File: src/design/cpem_pkg.sv
// Shared types and codes for the calorimeter pulse event monitor.
`timescale 1ns / 1ps
`default_nettype none

package cpem_pkg;

	localparam int MODE_W = 2;
	localparam int SECTION_W = 3;
	localparam int SLICE_W = 3;
	localparam int ADC_W = 8;
	localparam int CHARGE_W = 24;
	localparam int CFG_INDEX_W = 1;
	localparam int CFG_DATA_W = 30;
	localparam int PULSE_THR_W = 30;

	localparam logic [MODE_W-1:0] MODE_SAMPLE = 2'd0;
	localparam logic [MODE_W-1:0] MODE_CLOSE = 2'd1;
	localparam logic [MODE_W-1:0] MODE_READ = 2'd2;
	localparam logic [MODE_W-1:0] MODE_UNUSED = 2'd3;

	localparam logic [SECTION_W-1:0] SECTION_FIRST = 3'd1;
	localparam logic [SECTION_W-1:0] SECTION_SECOND = 3'd2;

	localparam logic [CFG_INDEX_W-1:0] CFG_ADC_THRESHOLD = 1'd0;
	localparam logic [CFG_INDEX_W-1:0] CFG_PULSE_THRESHOLD = 1'd1;

	localparam logic [ADC_W-1:0] ADC_THRESHOLD_RESET = 8'd10;
	localparam logic [PULSE_THR_W-1:0] PULSE_THRESHOLD_RESET = 30'd160;

	typedef enum logic [1:0] {
		OP_SAMPLE = 2'd0,
		OP_CLOSE = 2'd1,
		OP_READ = 2'd2
	} op_kind_t;

	typedef struct packed {
		op_kind_t kind;
		logic side_plus;
		logic counted;
		logic adc_high;
		logic slice_ok;
		logic [SLICE_W-1:0] slice;
		logic [ADC_W-1:0] adc;
		logic signed [CHARGE_W-1:0] charge;
	} op_t;

endpackage

`default_nettype wire

File: src/design/cpem_front.sv
// Front end: accepts input words, drops those with no effect and classifies the rest.
`timescale 1ns / 1ps
`default_nettype none

module cpem_front #(
	parameter int SLICES = 6
) (
	input wire logic clk,
	input wire logic arst_n,
	input wire logic cfg_we,
	input wire logic [cpem_pkg::CFG_INDEX_W-1:0] cfg_index,
	input wire logic [cpem_pkg::CFG_DATA_W-1:0] cfg_data,
	input wire logic in_valid,
	input wire logic [cpem_pkg::MODE_W-1:0] mode,
	input wire logic side_plus,
	input wire logic [cpem_pkg::SECTION_W-1:0] section,
	input wire logic [cpem_pkg::SLICE_W-1:0] slice,
	input wire logic [cpem_pkg::ADC_W-1:0] adc,
	input wire logic signed [cpem_pkg::CHARGE_W-1:0] charge,
	output logic push_valid,
	output cpem_pkg::op_t push_op
);

	logic [cpem_pkg::ADC_W-1:0] adc_threshold_q;
	logic slice_ok;
	logic keep;

	always_ff @(posedge clk or negedge arst_n) begin
		if (!arst_n) begin
			adc_threshold_q <= cpem_pkg::ADC_THRESHOLD_RESET;
		end else if (cfg_we && cfg_index == cpem_pkg::CFG_ADC_THRESHOLD) begin
			adc_threshold_q <= cfg_data[cpem_pkg::ADC_W-1:0];
		end
	end

	assign slice_ok = 32'(slice) < SLICES;

	always_comb begin
		push_op.kind = cpem_pkg::OP_SAMPLE;
		keep = 1'b0;
		unique case (mode)
			cpem_pkg::MODE_SAMPLE: begin
				push_op.kind = cpem_pkg::OP_SAMPLE;
				keep = slice_ok;
			end
			cpem_pkg::MODE_CLOSE: begin
				push_op.kind = cpem_pkg::OP_CLOSE;
				keep = 1'b1;
			end
			cpem_pkg::MODE_READ: begin
				push_op.kind = cpem_pkg::OP_READ;
				keep = 1'b1;
			end
			cpem_pkg::MODE_UNUSED: begin
				push_op.kind = cpem_pkg::OP_SAMPLE;
				keep = 1'b0;
			end
		endcase
		push_op.side_plus = side_plus;
		push_op.counted = section == cpem_pkg::SECTION_FIRST ||
			section == cpem_pkg::SECTION_SECOND;
		push_op.adc_high = adc > adc_threshold_q;
		push_op.slice_ok = slice_ok;
		push_op.slice = slice;
		push_op.adc = adc;
		push_op.charge = charge;
	end

	assign push_valid = in_valid && keep;

endmodule

`default_nettype wire

File: src/design/cpem_queue.sv
// Short queue of classified operations between the front end and the back end.
`timescale 1ns / 1ps
`default_nettype none

module cpem_queue #(
	parameter int DEPTH = 4
) (
	input wire logic clk,
	input wire logic arst_n,
	input wire logic push_valid,
	input wire cpem_pkg::op_t push_op,
	output logic full,
	input wire logic pop,
	output logic pop_valid,
	output cpem_pkg::op_t pop_op
);

	localparam int PTR_W = (DEPTH > 1) ? $clog2(DEPTH) : 1;
	localparam int CNT_W = $clog2(DEPTH + 1);

	cpem_pkg::op_t entry_q [DEPTH];
	logic [PTR_W-1:0] wr_ptr_q;
	logic [PTR_W-1:0] rd_ptr_q;
	logic [CNT_W-1:0] count_q;
	logic do_push;
	logic do_pop;

	assign full = count_q == CNT_W'(DEPTH);
	assign pop_valid = count_q != '0;
	assign pop_op = entry_q[rd_ptr_q];
	assign do_push = push_valid && !full;
	assign do_pop = pop && pop_valid;

	always_ff @(posedge clk) begin
		if (do_push) begin
			entry_q[wr_ptr_q] <= push_op;
		end
	end

	always_ff @(posedge clk or negedge arst_n) begin
		if (!arst_n) begin
			wr_ptr_q <= '0;
			rd_ptr_q <= '0;
			count_q <= '0;
		end else begin
			if (do_push) begin
				wr_ptr_q <= (wr_ptr_q == PTR_W'(DEPTH - 1)) ? '0 : wr_ptr_q + 1'b1;
			end
			if (do_pop) begin
				rd_ptr_q <= (rd_ptr_q == PTR_W'(DEPTH - 1)) ? '0 : rd_ptr_q + 1'b1;
			end
			if (do_push && !do_pop) begin
				count_q <= count_q + 1'b1;
			end else if (do_pop && !do_push) begin
				count_q <= count_q - 1'b1;
			end
		end
	end

	a_count_bound: assert property (@(posedge clk) disable iff (!arst_n)
		count_q <= CNT_W'(DEPTH))
		else $error("Queue count exceeds its depth.");

	a_count_track: assert property (@(posedge clk) disable iff (!arst_n)
		do_push && !do_pop |=> count_q == $past(count_q) + 1'b1)
		else $error("Queue count missed a push.");

	a_pop_nonempty: assert property (@(posedge clk) disable iff (!arst_n)
		!pop_valid |=> count_q <= CNT_W'(1))
		else $error("Queue grew by more than one word from empty.");

endmodule

`default_nettype wire

File: src/design/cpem_back.sv
// Back end: event accumulation, end-of-event bookkeeping, readout and the result register.
`timescale 1ns / 1ps
`default_nettype none

module cpem_back #(
	parameter int SLICES = 6
) (
	input wire logic clk,
	input wire logic arst_n,
	input wire logic cfg_we,
	input wire logic [cpem_pkg::CFG_INDEX_W-1:0] cfg_index,
	input wire logic [cpem_pkg::CFG_DATA_W-1:0] cfg_data,
	input wire logic op_valid,
	input wire cpem_pkg::op_t op,
	output logic op_pop,
	output logic out_valid,
	input wire logic out_stall,
	output logic result_kind,
	output logic [31:0] event_total,
	output logic [31:0] nonempty_total,
	output logic [31:0] adc_high_total,
	output logic [31:0] pulse_total,
	output logic signed [30:0] plus_delta,
	output logic signed [30:0] minus_delta,
	output logic [28:0] peak_charge_plus,
	output logic [28:0] peak_charge_minus,
	output logic [13:0] peak_adc_plus,
	output logic [13:0] peak_adc_minus
);

	localparam int ROW_W = $clog2(SLICES);
	localparam logic signed [30:0] CHG_MAX = 31'sd536870911;
	localparam logic signed [30:0] CHG_MIN = -31'sd536870912;
	localparam logic signed [30:0] DELTA_MIN = {1'b1, 30'd0};
	localparam int FIRST_SLICE = 1;
	localparam int SECOND_SLICE = 2;

	logic [cpem_pkg::PULSE_THR_W-1:0] pulse_threshold_q;
	logic signed [29:0] sum_chg_q [SLICES][2];
	logic [13:0] sum_adc_q [SLICES][2];
	logic ev_adc_high_q;
	logic ev_has_samples_q;
	logic [28:0] peak_chg_q [SLICES][2];
	logic [13:0] peak_adc_q [SLICES][2];
	logic signed [30:0] peak_dplus_q;
	logic signed [30:0] peak_dminus_q;
	logic [31:0] cnt_q [4];
	logic out_valid_q;

	logic [ROW_W-1:0] row;
	logic signed [30:0] chg_add;
	logic signed [29:0] chg_new;
	logic [14:0] adc_add;
	logic [13:0] adc_new;
	logic signed [30:0] d_plus;
	logic signed [30:0] d_minus;
	logic pulse;
	logic [31:0] cnt_next [4];
	logic take_result;
	logic do_sample;
	logic do_close;
	logic do_read;

	function automatic logic [31:0] sat_inc(input logic [31:0] v, input logic en);
		sat_inc = (en && v != '1) ? v + 32'd1 : v;
	endfunction

	always_ff @(posedge clk or negedge arst_n) begin
		if (!arst_n) begin
			pulse_threshold_q <= cpem_pkg::PULSE_THRESHOLD_RESET;
		end else if (cfg_we && cfg_index == cpem_pkg::CFG_PULSE_THRESHOLD) begin
			pulse_threshold_q <= cfg_data[cpem_pkg::PULSE_THR_W-1:0];
		end
	end

	assign take_result = !out_valid_q || !out_stall;
	assign op_pop = op_valid && (op.kind == cpem_pkg::OP_SAMPLE || take_result);
	assign do_sample = op_pop && op.kind == cpem_pkg::OP_SAMPLE;
	assign do_close = op_pop && op.kind == cpem_pkg::OP_CLOSE;
	assign do_read = op_pop && op.kind == cpem_pkg::OP_READ;
	assign row = ROW_W'(op.slice);

	always_comb begin
		chg_add = {sum_chg_q[row][op.side_plus][29], sum_chg_q[row][op.side_plus]} +
			31'({{7{op.charge[23]}}, op.charge});
		if (chg_add > CHG_MAX) begin
			chg_new = CHG_MAX[29:0];
		end else if (chg_add < CHG_MIN) begin
			chg_new = CHG_MIN[29:0];
		end else begin
			chg_new = chg_add[29:0];
		end
		adc_add = {1'b0, sum_adc_q[row][op.side_plus]} + {7'd0, op.adc};
		adc_new = adc_add[14] ? 14'h3FFF : adc_add[13:0];
	end

	always_comb begin
		d_plus = {sum_chg_q[SECOND_SLICE][1][29], sum_chg_q[SECOND_SLICE][1]} -
			{sum_chg_q[FIRST_SLICE][1][29], sum_chg_q[FIRST_SLICE][1]};
		d_minus = {sum_chg_q[SECOND_SLICE][0][29], sum_chg_q[SECOND_SLICE][0]} -
			{sum_chg_q[FIRST_SLICE][0][29], sum_chg_q[FIRST_SLICE][0]};
		pulse = $signed({d_plus[30], d_plus}) > $signed({2'b00, pulse_threshold_q}) ||
			$signed({d_minus[30], d_minus}) > $signed({2'b00, pulse_threshold_q});
		cnt_next[0] = sat_inc(cnt_q[0], 1'b1);
		cnt_next[1] = sat_inc(cnt_q[1], ev_has_samples_q);
		cnt_next[2] = sat_inc(cnt_q[2], ev_adc_high_q);
		cnt_next[3] = sat_inc(cnt_q[3], pulse);
	end

	always_ff @(posedge clk or negedge arst_n) begin
		if (!arst_n) begin
			for (int r = 0; r < SLICES; r++) begin
				for (int s = 0; s < 2; s++) begin
					sum_chg_q[r][s] <= '0;
					sum_adc_q[r][s] <= '0;
					peak_chg_q[r][s] <= '0;
					peak_adc_q[r][s] <= '0;
				end
			end
			ev_adc_high_q <= 1'b0;
			ev_has_samples_q <= 1'b0;
			peak_dplus_q <= DELTA_MIN;
			peak_dminus_q <= DELTA_MIN;
			for (int k = 0; k < 4; k++) begin
				cnt_q[k] <= '0;
			end
		end else if (do_sample) begin
			ev_has_samples_q <= 1'b1;
			if (op.counted) begin
				sum_chg_q[row][op.side_plus] <= chg_new;
				sum_adc_q[row][op.side_plus] <= adc_new;
				if (op.adc_high) begin
					ev_adc_high_q <= 1'b1;
				end
			end
		end else if (do_close) begin
			for (int r = 0; r < SLICES; r++) begin
				for (int s = 0; s < 2; s++) begin
					if (sum_chg_q[r][s] > $signed({1'b0, peak_chg_q[r][s]})) begin
						peak_chg_q[r][s] <= sum_chg_q[r][s][28:0];
					end
					if (sum_adc_q[r][s] > peak_adc_q[r][s]) begin
						peak_adc_q[r][s] <= sum_adc_q[r][s];
					end
					sum_chg_q[r][s] <= '0;
					sum_adc_q[r][s] <= '0;
				end
			end
			ev_adc_high_q <= 1'b0;
			ev_has_samples_q <= 1'b0;
			if (d_plus > peak_dplus_q) begin
				peak_dplus_q <= d_plus;
			end
			if (d_minus > peak_dminus_q) begin
				peak_dminus_q <= d_minus;
			end
			for (int k = 0; k < 4; k++) begin
				cnt_q[k] <= cnt_next[k];
			end
		end
	end

	always_ff @(posedge clk or negedge arst_n) begin
		if (!arst_n) begin
			out_valid_q <= 1'b0;
		end else if (do_close || do_read) begin
			out_valid_q <= 1'b1;
		end else if (!out_stall) begin
			out_valid_q <= 1'b0;
		end
	end

	always_ff @(posedge clk) begin
		if (do_close) begin
			result_kind <= 1'b0;
			event_total <= cnt_next[0];
			nonempty_total <= cnt_next[1];
			adc_high_total <= cnt_next[2];
			pulse_total <= cnt_next[3];
			plus_delta <= d_plus;
			minus_delta <= d_minus;
			peak_charge_plus <= '0;
			peak_charge_minus <= '0;
			peak_adc_plus <= '0;
			peak_adc_minus <= '0;
		end else if (do_read) begin
			result_kind <= 1'b1;
			event_total <= cnt_q[0];
			nonempty_total <= cnt_q[1];
			adc_high_total <= cnt_q[2];
			pulse_total <= cnt_q[3];
			plus_delta <= peak_dplus_q;
			minus_delta <= peak_dminus_q;
			peak_charge_plus <= op.slice_ok ? peak_chg_q[row][1] : '0;
			peak_charge_minus <= op.slice_ok ? peak_chg_q[row][0] : '0;
			peak_adc_plus <= op.slice_ok ? peak_adc_q[row][1] : '0;
			peak_adc_minus <= op.slice_ok ? peak_adc_q[row][0] : '0;
		end
	end

	assign out_valid = out_valid_q;

	a_nonempty_le_total: assert property (@(posedge clk) disable iff (!arst_n)
		cnt_q[1] <= cnt_q[0] && cnt_q[2] <= cnt_q[0] && cnt_q[3] <= cnt_q[0])
		else $error("An event counter ran ahead of the closed event count.");

	a_close_gives_word: assert property (@(posedge clk) disable iff (!arst_n)
		do_close |=> out_valid_q && !result_kind)
		else $error("End of event produced no result word.");

	a_sample_no_word: assert property (@(posedge clk) disable iff (!arst_n)
		do_sample && !out_valid_q |=> !out_valid_q)
		else $error("A sample produced a result word.");

	a_total_monotonic: assert property (@(posedge clk) disable iff (!arst_n)
		!do_close |=> cnt_q[0] == $past(cnt_q[0]))
		else $error("Event count changed without an end of event.");

endmodule

`default_nettype wire

File: src/design/calorimeter_pulse_event_monitor_top.sv
// Top level of the calorimeter pulse event monitor.
`timescale 1ns / 1ps
`default_nettype none

// The monitor takes one input word per clock with no bubbles while in_stall is low. A
// sample, end-of-event or readout word is classified on entry and placed in a queue of
// QUEUE_DEPTH words; the back end executes one queued word per cycle (end-of-event and
// readout words wait while a result is stalled), updating all per-slice sums and maxima
// in parallel. Results pass the queue entry and the result register. Words are taken
// while a result waits on out_stall; the queue fills only when an end-of-event or
// readout word is at its head behind a stalled result and QUEUE_DEPTH words backed up.
// The user writes thresholds via the configuration port only while idle; unchecked.
module calorimeter_pulse_event_monitor_top #(
	parameter int SLICES = 6,
	parameter int QUEUE_DEPTH = 4
) (
	input wire logic clk,
	input wire logic arst_n,
	input wire logic cfg_we,
	input wire logic [cpem_pkg::CFG_INDEX_W-1:0] cfg_index,
	input wire logic [cpem_pkg::CFG_DATA_W-1:0] cfg_data,
	input wire logic in_valid,
	output logic in_stall,
	input wire logic [1:0] mode,
	input wire logic side_plus,
	input wire logic [2:0] section,
	input wire logic [2:0] slice,
	input wire logic [7:0] adc,
	input wire logic signed [23:0] charge,
	output logic out_valid,
	input wire logic out_stall,
	output logic result_kind,
	output logic [31:0] event_total,
	output logic [31:0] nonempty_total,
	output logic [31:0] adc_high_total,
	output logic [31:0] pulse_total,
	output logic signed [30:0] plus_delta,
	output logic signed [30:0] minus_delta,
	output logic [28:0] peak_charge_plus,
	output logic [28:0] peak_charge_minus,
	output logic [13:0] peak_adc_plus,
	output logic [13:0] peak_adc_minus
);

	logic push_valid;
	cpem_pkg::op_t push_op;
	logic pop;
	logic pop_valid;
	cpem_pkg::op_t pop_op;

	cpem_front #(
		.SLICES(SLICES)
	) u_front (
		.clk(clk),
		.arst_n(arst_n),
		.cfg_we(cfg_we),
		.cfg_index(cfg_index),
		.cfg_data(cfg_data),
		.in_valid(in_valid),
		.mode(mode),
		.side_plus(side_plus),
		.section(section),
		.slice(slice),
		.adc(adc),
		.charge(charge),
		.push_valid(push_valid),
		.push_op(push_op)
	);

	cpem_queue #(
		.DEPTH(QUEUE_DEPTH)
	) u_queue (
		.clk(clk),
		.arst_n(arst_n),
		.push_valid(push_valid),
		.push_op(push_op),
		.full(in_stall),
		.pop(pop),
		.pop_valid(pop_valid),
		.pop_op(pop_op)
	);

	cpem_back #(
		.SLICES(SLICES)
	) u_back (
		.clk(clk),
		.arst_n(arst_n),
		.cfg_we(cfg_we),
		.cfg_index(cfg_index),
		.cfg_data(cfg_data),
		.op_valid(pop_valid),
		.op(pop_op),
		.op_pop(pop),
		.out_valid(out_valid),
		.out_stall(out_stall),
		.result_kind(result_kind),
		.event_total(event_total),
		.nonempty_total(nonempty_total),
		.adc_high_total(adc_high_total),
		.pulse_total(pulse_total),
		.plus_delta(plus_delta),
		.minus_delta(minus_delta),
		.peak_charge_plus(peak_charge_plus),
		.peak_charge_minus(peak_charge_minus),
		.peak_adc_plus(peak_adc_plus),
		.peak_adc_minus(peak_adc_minus)
	);

endmodule

`default_nettype wire

File: config.mk
export PLATFORM = sky130hd
export DESIGN_NAME = calorimeter_pulse_event_monitor_top
export DESIGN_NICKNAME = d
export VERILOG_FILES = /design/src/design/cpem_pkg.sv /design/src/design/cpem_front.sv /design/src/design/cpem_queue.sv /design/src/design/cpem_back.sv /design/src/design/calorimeter_pulse_event_monitor_top.sv
export SDC_FILE = /design/constraint.sdc
export NUM_CORES = 2
export LEC_CHECK = 0
export ABC_CLOCK_PERIOD_IN_PS = 6950
export BUFFER_PORTS_ARGS = -buffer_cell sky130_fd_sc_hd__buf_4
export CORE_UTILIZATION = 42
export CTS_BUF_LIST = sky130_fd_sc_hd__clkbuf_16
export DETAILED_ROUTE_END_ITERATION = 10
export GPL_TIMING_DRIVEN = 0
export SYNTH_ARGS = -nofsm -noshare
export SYNTH_HDL_FRONTEND = slang
export SYNTH_SLANG_ARGS = --single-unit
File: constraint.sdc
create_clock -name clk -period 6.95 [get_ports clk]
set_clock_uncertainty 0.05 [all_clocks]
set_input_delay 1.0425 -clock clk [delete_from_list [all_inputs] [get_ports clk]]
set_output_delay 1.0425 -clock clk [all_outputs]
set_load 0.05 [all_outputs]
==> results.yml <==
synthesis:
  yosysTopAreaCellShare_pct: 34.27
  ys_ff_latch: 1723
  synth_edf_count: 354
  synthDistinctLibCells: 90
  yosysWarnings: 0
  syn_area_um2: 93170
  synth_nets: 9650
  synthArstFlopShare_pct: 74.41
  yosys.area.top_type: "dfrtp_1"
  synth-seq-area-share_pct: 47.72
  synth_area_per_cell_um2: 10.57
  postSynthCellCount: 8811
  synth_top_flop_cell: "dfrtp_1"
  synth.area.top_cells: "dfrtp_1 34%, edfxtp_1 11%, ha_1 10%"
cts:
  cts-buffers-inserted: 191
  cts_buffer_depth: 3
  clock_latency_ns: 0.92
  cts_max_level: 4
  cts_root_buf: "clkbuf_16"
  path_clk_slew_ns: 0.06
  hold_buffers: 0
  cts_tree: "yes"
  clkSinkCount: 1723
sta:
  worstMarginPinSlew_ns: 1.553
  fin_hold_ws_ns: 0.1193
  max_clock_freq_mhz: 142.2
  setup_ws_ns: -0.08338
  layout_min_cycle_time_ns: 7.033
  hold_viol: 0
  max_slew_margin_pct: -3.527
  setup_viol_count_final: 33
  finalCritPeriodShare_pct: 101.2
  report.final.slew_viol_count: 20
routing:
  first_pass_iters: 6
  drt-total-wl_mm: 380.7
  ant_nets: 0
  vias: 75430
  drtIter0Drc: 8384
  drc_errors: 0
  avgViaCountPerCell: 6.021
  wl_per_cell_um: 30.39
placed_design:
  gp_congestion: 1.071
  io_buffer_count: 355
  place_ws_ns: -3.695
  dp_hpwl_mm: 293.3
  dpl_cell_area_um2: 100000
  post-place-cells: 12140
worst_setup_path:
  endpoint_kind: "flop"
  arrival_ns: 7.74
  endpoint: "u_back.sum_chg_q[268]"
  cp_data_required_time_ns: 7.66
  critical_path.max_stage_delay_ns: 0.60
  cp_slowest_cell: "mux4_2"
  reg2reg_from: "u_queue.rd_ptr_q[0]"
  path_class: "reg2reg"
  reg2regPathDepth: 19
  crit_path_start: "u_queue.rd_ptr_q[0]"
  r2r_end: "u_back.sum_chg_q[268]"
  cp_max_fo: 10
  crit_chain: "mux4_1, buf_4, buf_4, buf_4, buf_8, mux4_2, a21oi_1, o21ai_1, ha_1, a2111o_1, a311oi_2, nor3_2, nor3_1, o221a_2, a31oi_1, xor2_1, nor2_4, buf_4, o21ai_0"
  r2r_setup_slack_ns: -0.08
  path_common_cell: "buf_4"
  setup.worst_path.start_class: "flop"
global_routing:
  grt_max_degree: 164
  grt_pass1_wl_mm: 531.1
  grt_usage_pct: 33.59
  first_global_vias: 72830
  grt-ovfl-total: 0
  antenna_found_initial: 38
die:
  pin_count: 356
  start_util_pct: 42.32
  die_x_um: 473
  die_area_um2: 223700
  die_h_um: 473
  core_area_um2: 220200
  row_count: 172
finish:
  nets: 10220
  seq_area_um2: 44460
  num-fill-cells: 20150
  drive_gt1_share_pct: 17.65
  finalNonFillerCells: 12530
  multi_input_area_um2: 44710
  design_area_um2: 107600
  syn2layout_area_growth_pct: 15.52
hold_path:
  holdCritPathClass: "in2async"
status:
  outcome: "finished with violations"
  violations: "max-capacitance violations, max-slew violations, negative setup slack"
run:
  maxCapViolations: 4
==> kinds of logic after synthesis <==
family	Yosys count	synth area share (%)
flops	1723	47.72
xor+xnor	332	3.121
fa+ha+maj	762	10.27
compound gates	2071	13.52
buf+inv	1165	4.824
simple gates	1976	9.643
mux	782	10.90
==> layout by cell type, fill, tap and decap left out, drive strengths merged, types with 245 or more instances in the layout <==
cell type | Yosys | layout
a21oi | 503 | 503
buf | 107 | 498
clkbuf | 318 | 498
dfrtp | 1276 | 1276
edfxtp | 354 | 354
ha | 757 | 757
inv | 740 | 794
mux2 | 559 | 559
nand2 | 1046 | 1046
nor2 | 299 | 299
o21ai | 773 | 773
xnor2 | 245 | 245
==> flip-flops by register name (all words and copies together), names as in the netlist, 2 cells and up <==
register / flops
u_back.pulse_threshold_q: 30
u_back.sum_chg_q: 360
u_queue.wr_ptr_q: 2
u_back.peak_adc_minus: 14
u_back.sum_adc_q: 168
u_back.event_total: 32
u_back.peak_charge_minus: 29
u_back.nonempty_total: 32
u_back.peak_dminus_q: 31
u_back.peak_adc_plus: 14
u_back.plus_delta: 31
u_back.peak_charge_plus: 29
u_queue.entry_q: 164
u_back.peak_adc_q: 168
u_front.adc_threshold_q: 8
u_queue.count_q: 3
u_back.adc_high_total: 32
u_back.cnt_q: 128
u_back.minus_delta: 31
u_back.peak_dplus_q: 31
u_back.pulse_total: 32
u_back.peak_chg_q: 348
u_queue.rd_ptr_q: 2
==> critical path: cells and delay by family, from the launching register on <==
kind	cells	cell delay, ns
AO/OA/AOI/OAI	7	2.24
XOR/XNOR	1	0.19
adder cells (fa/ha/maj)	1	0.34
buffers and inverters	5	1.57
flip-flops	1	0.43
multiplexers	2	1.16
AND/OR/NAND/NOR	3	0.86
==> cell type report <==
class,count,area share (%)
Inverter,740,2.588
Antenna cell,17,0.03952
Clock inverter,166,1.332
Tap cell,2958,3.439
Clock buffer,196,4.557
Sequential cell,1723,41.31
Buffer,418,2.166
Multi-Input combinational cell,5923,41.54
Timing Repair Buffer,386,3.027
==> cells in the mapped netlist (all sizes together) (76+ instances only) <==
cell and instances:
a21oi 503, xnor2 245, xor2 87, o22ai 92, a21o 220, clkbuf 318
mux4 129, nor2b 89, buf 107, dfrtp 1276, dfxtp 87, nand4 160
nand3 113, edfxtp 354, inv 740, nand2 1046, o221ai 85, nor2 299
ha 757, mux2 559, mux2i 94, o21ai 773, a22o 81, nor3 76
==> layer usage <==
| metal | GRT usage (%) | wire [um] |
|---|---|---|
| met1 | 42.52 | 148500 |
| met2 | 49.16 | 160700 |
| met3 | 8.430 | 35710 |
| met4 | 25.88 | 35640 |
| met5 | 0 | 52 |
==> worst min-delay path by stage <==
stage                                        end  slack [ns]  depth (start not counted)
detailed placement  u_back.peak_charge_minus[17]        0.39                          1
CTS                             u_back.cnt_q[49]        0.15                          1
finish                          u_back.cnt_q[49]        0.12                          1
global route                    u_back.cnt_q[49]        0.15                          1
floorplan                  u_back.sum_adc_q[112]        0.41                          2
global placement    u_back.peak_charge_minus[24]        0.39                          1
==> through the flow <==
| step | TNS, ns | utilization [%] |
|---|---|---|
| after global placement | - | 45.21 |
| after detailed placement | -1363.50 | 45.42 |
| after floorplan | 0 | - |
| after CTS | 0 | 48.73 |
| after global routing | -0.08314 | 48.87 |
| final | -1.050 | 48.89 |
==> repair_timing <==
item,CTS,global route
gates resized for setup,321,101
buffers inserted,6,3
pin swaps,7,6
setup endpoints to repair,528,484
gates cloned,3,2
Power is not shown: default switching activity piles up to over one toggle a cycle in this logic, so the estimate is an artifact.
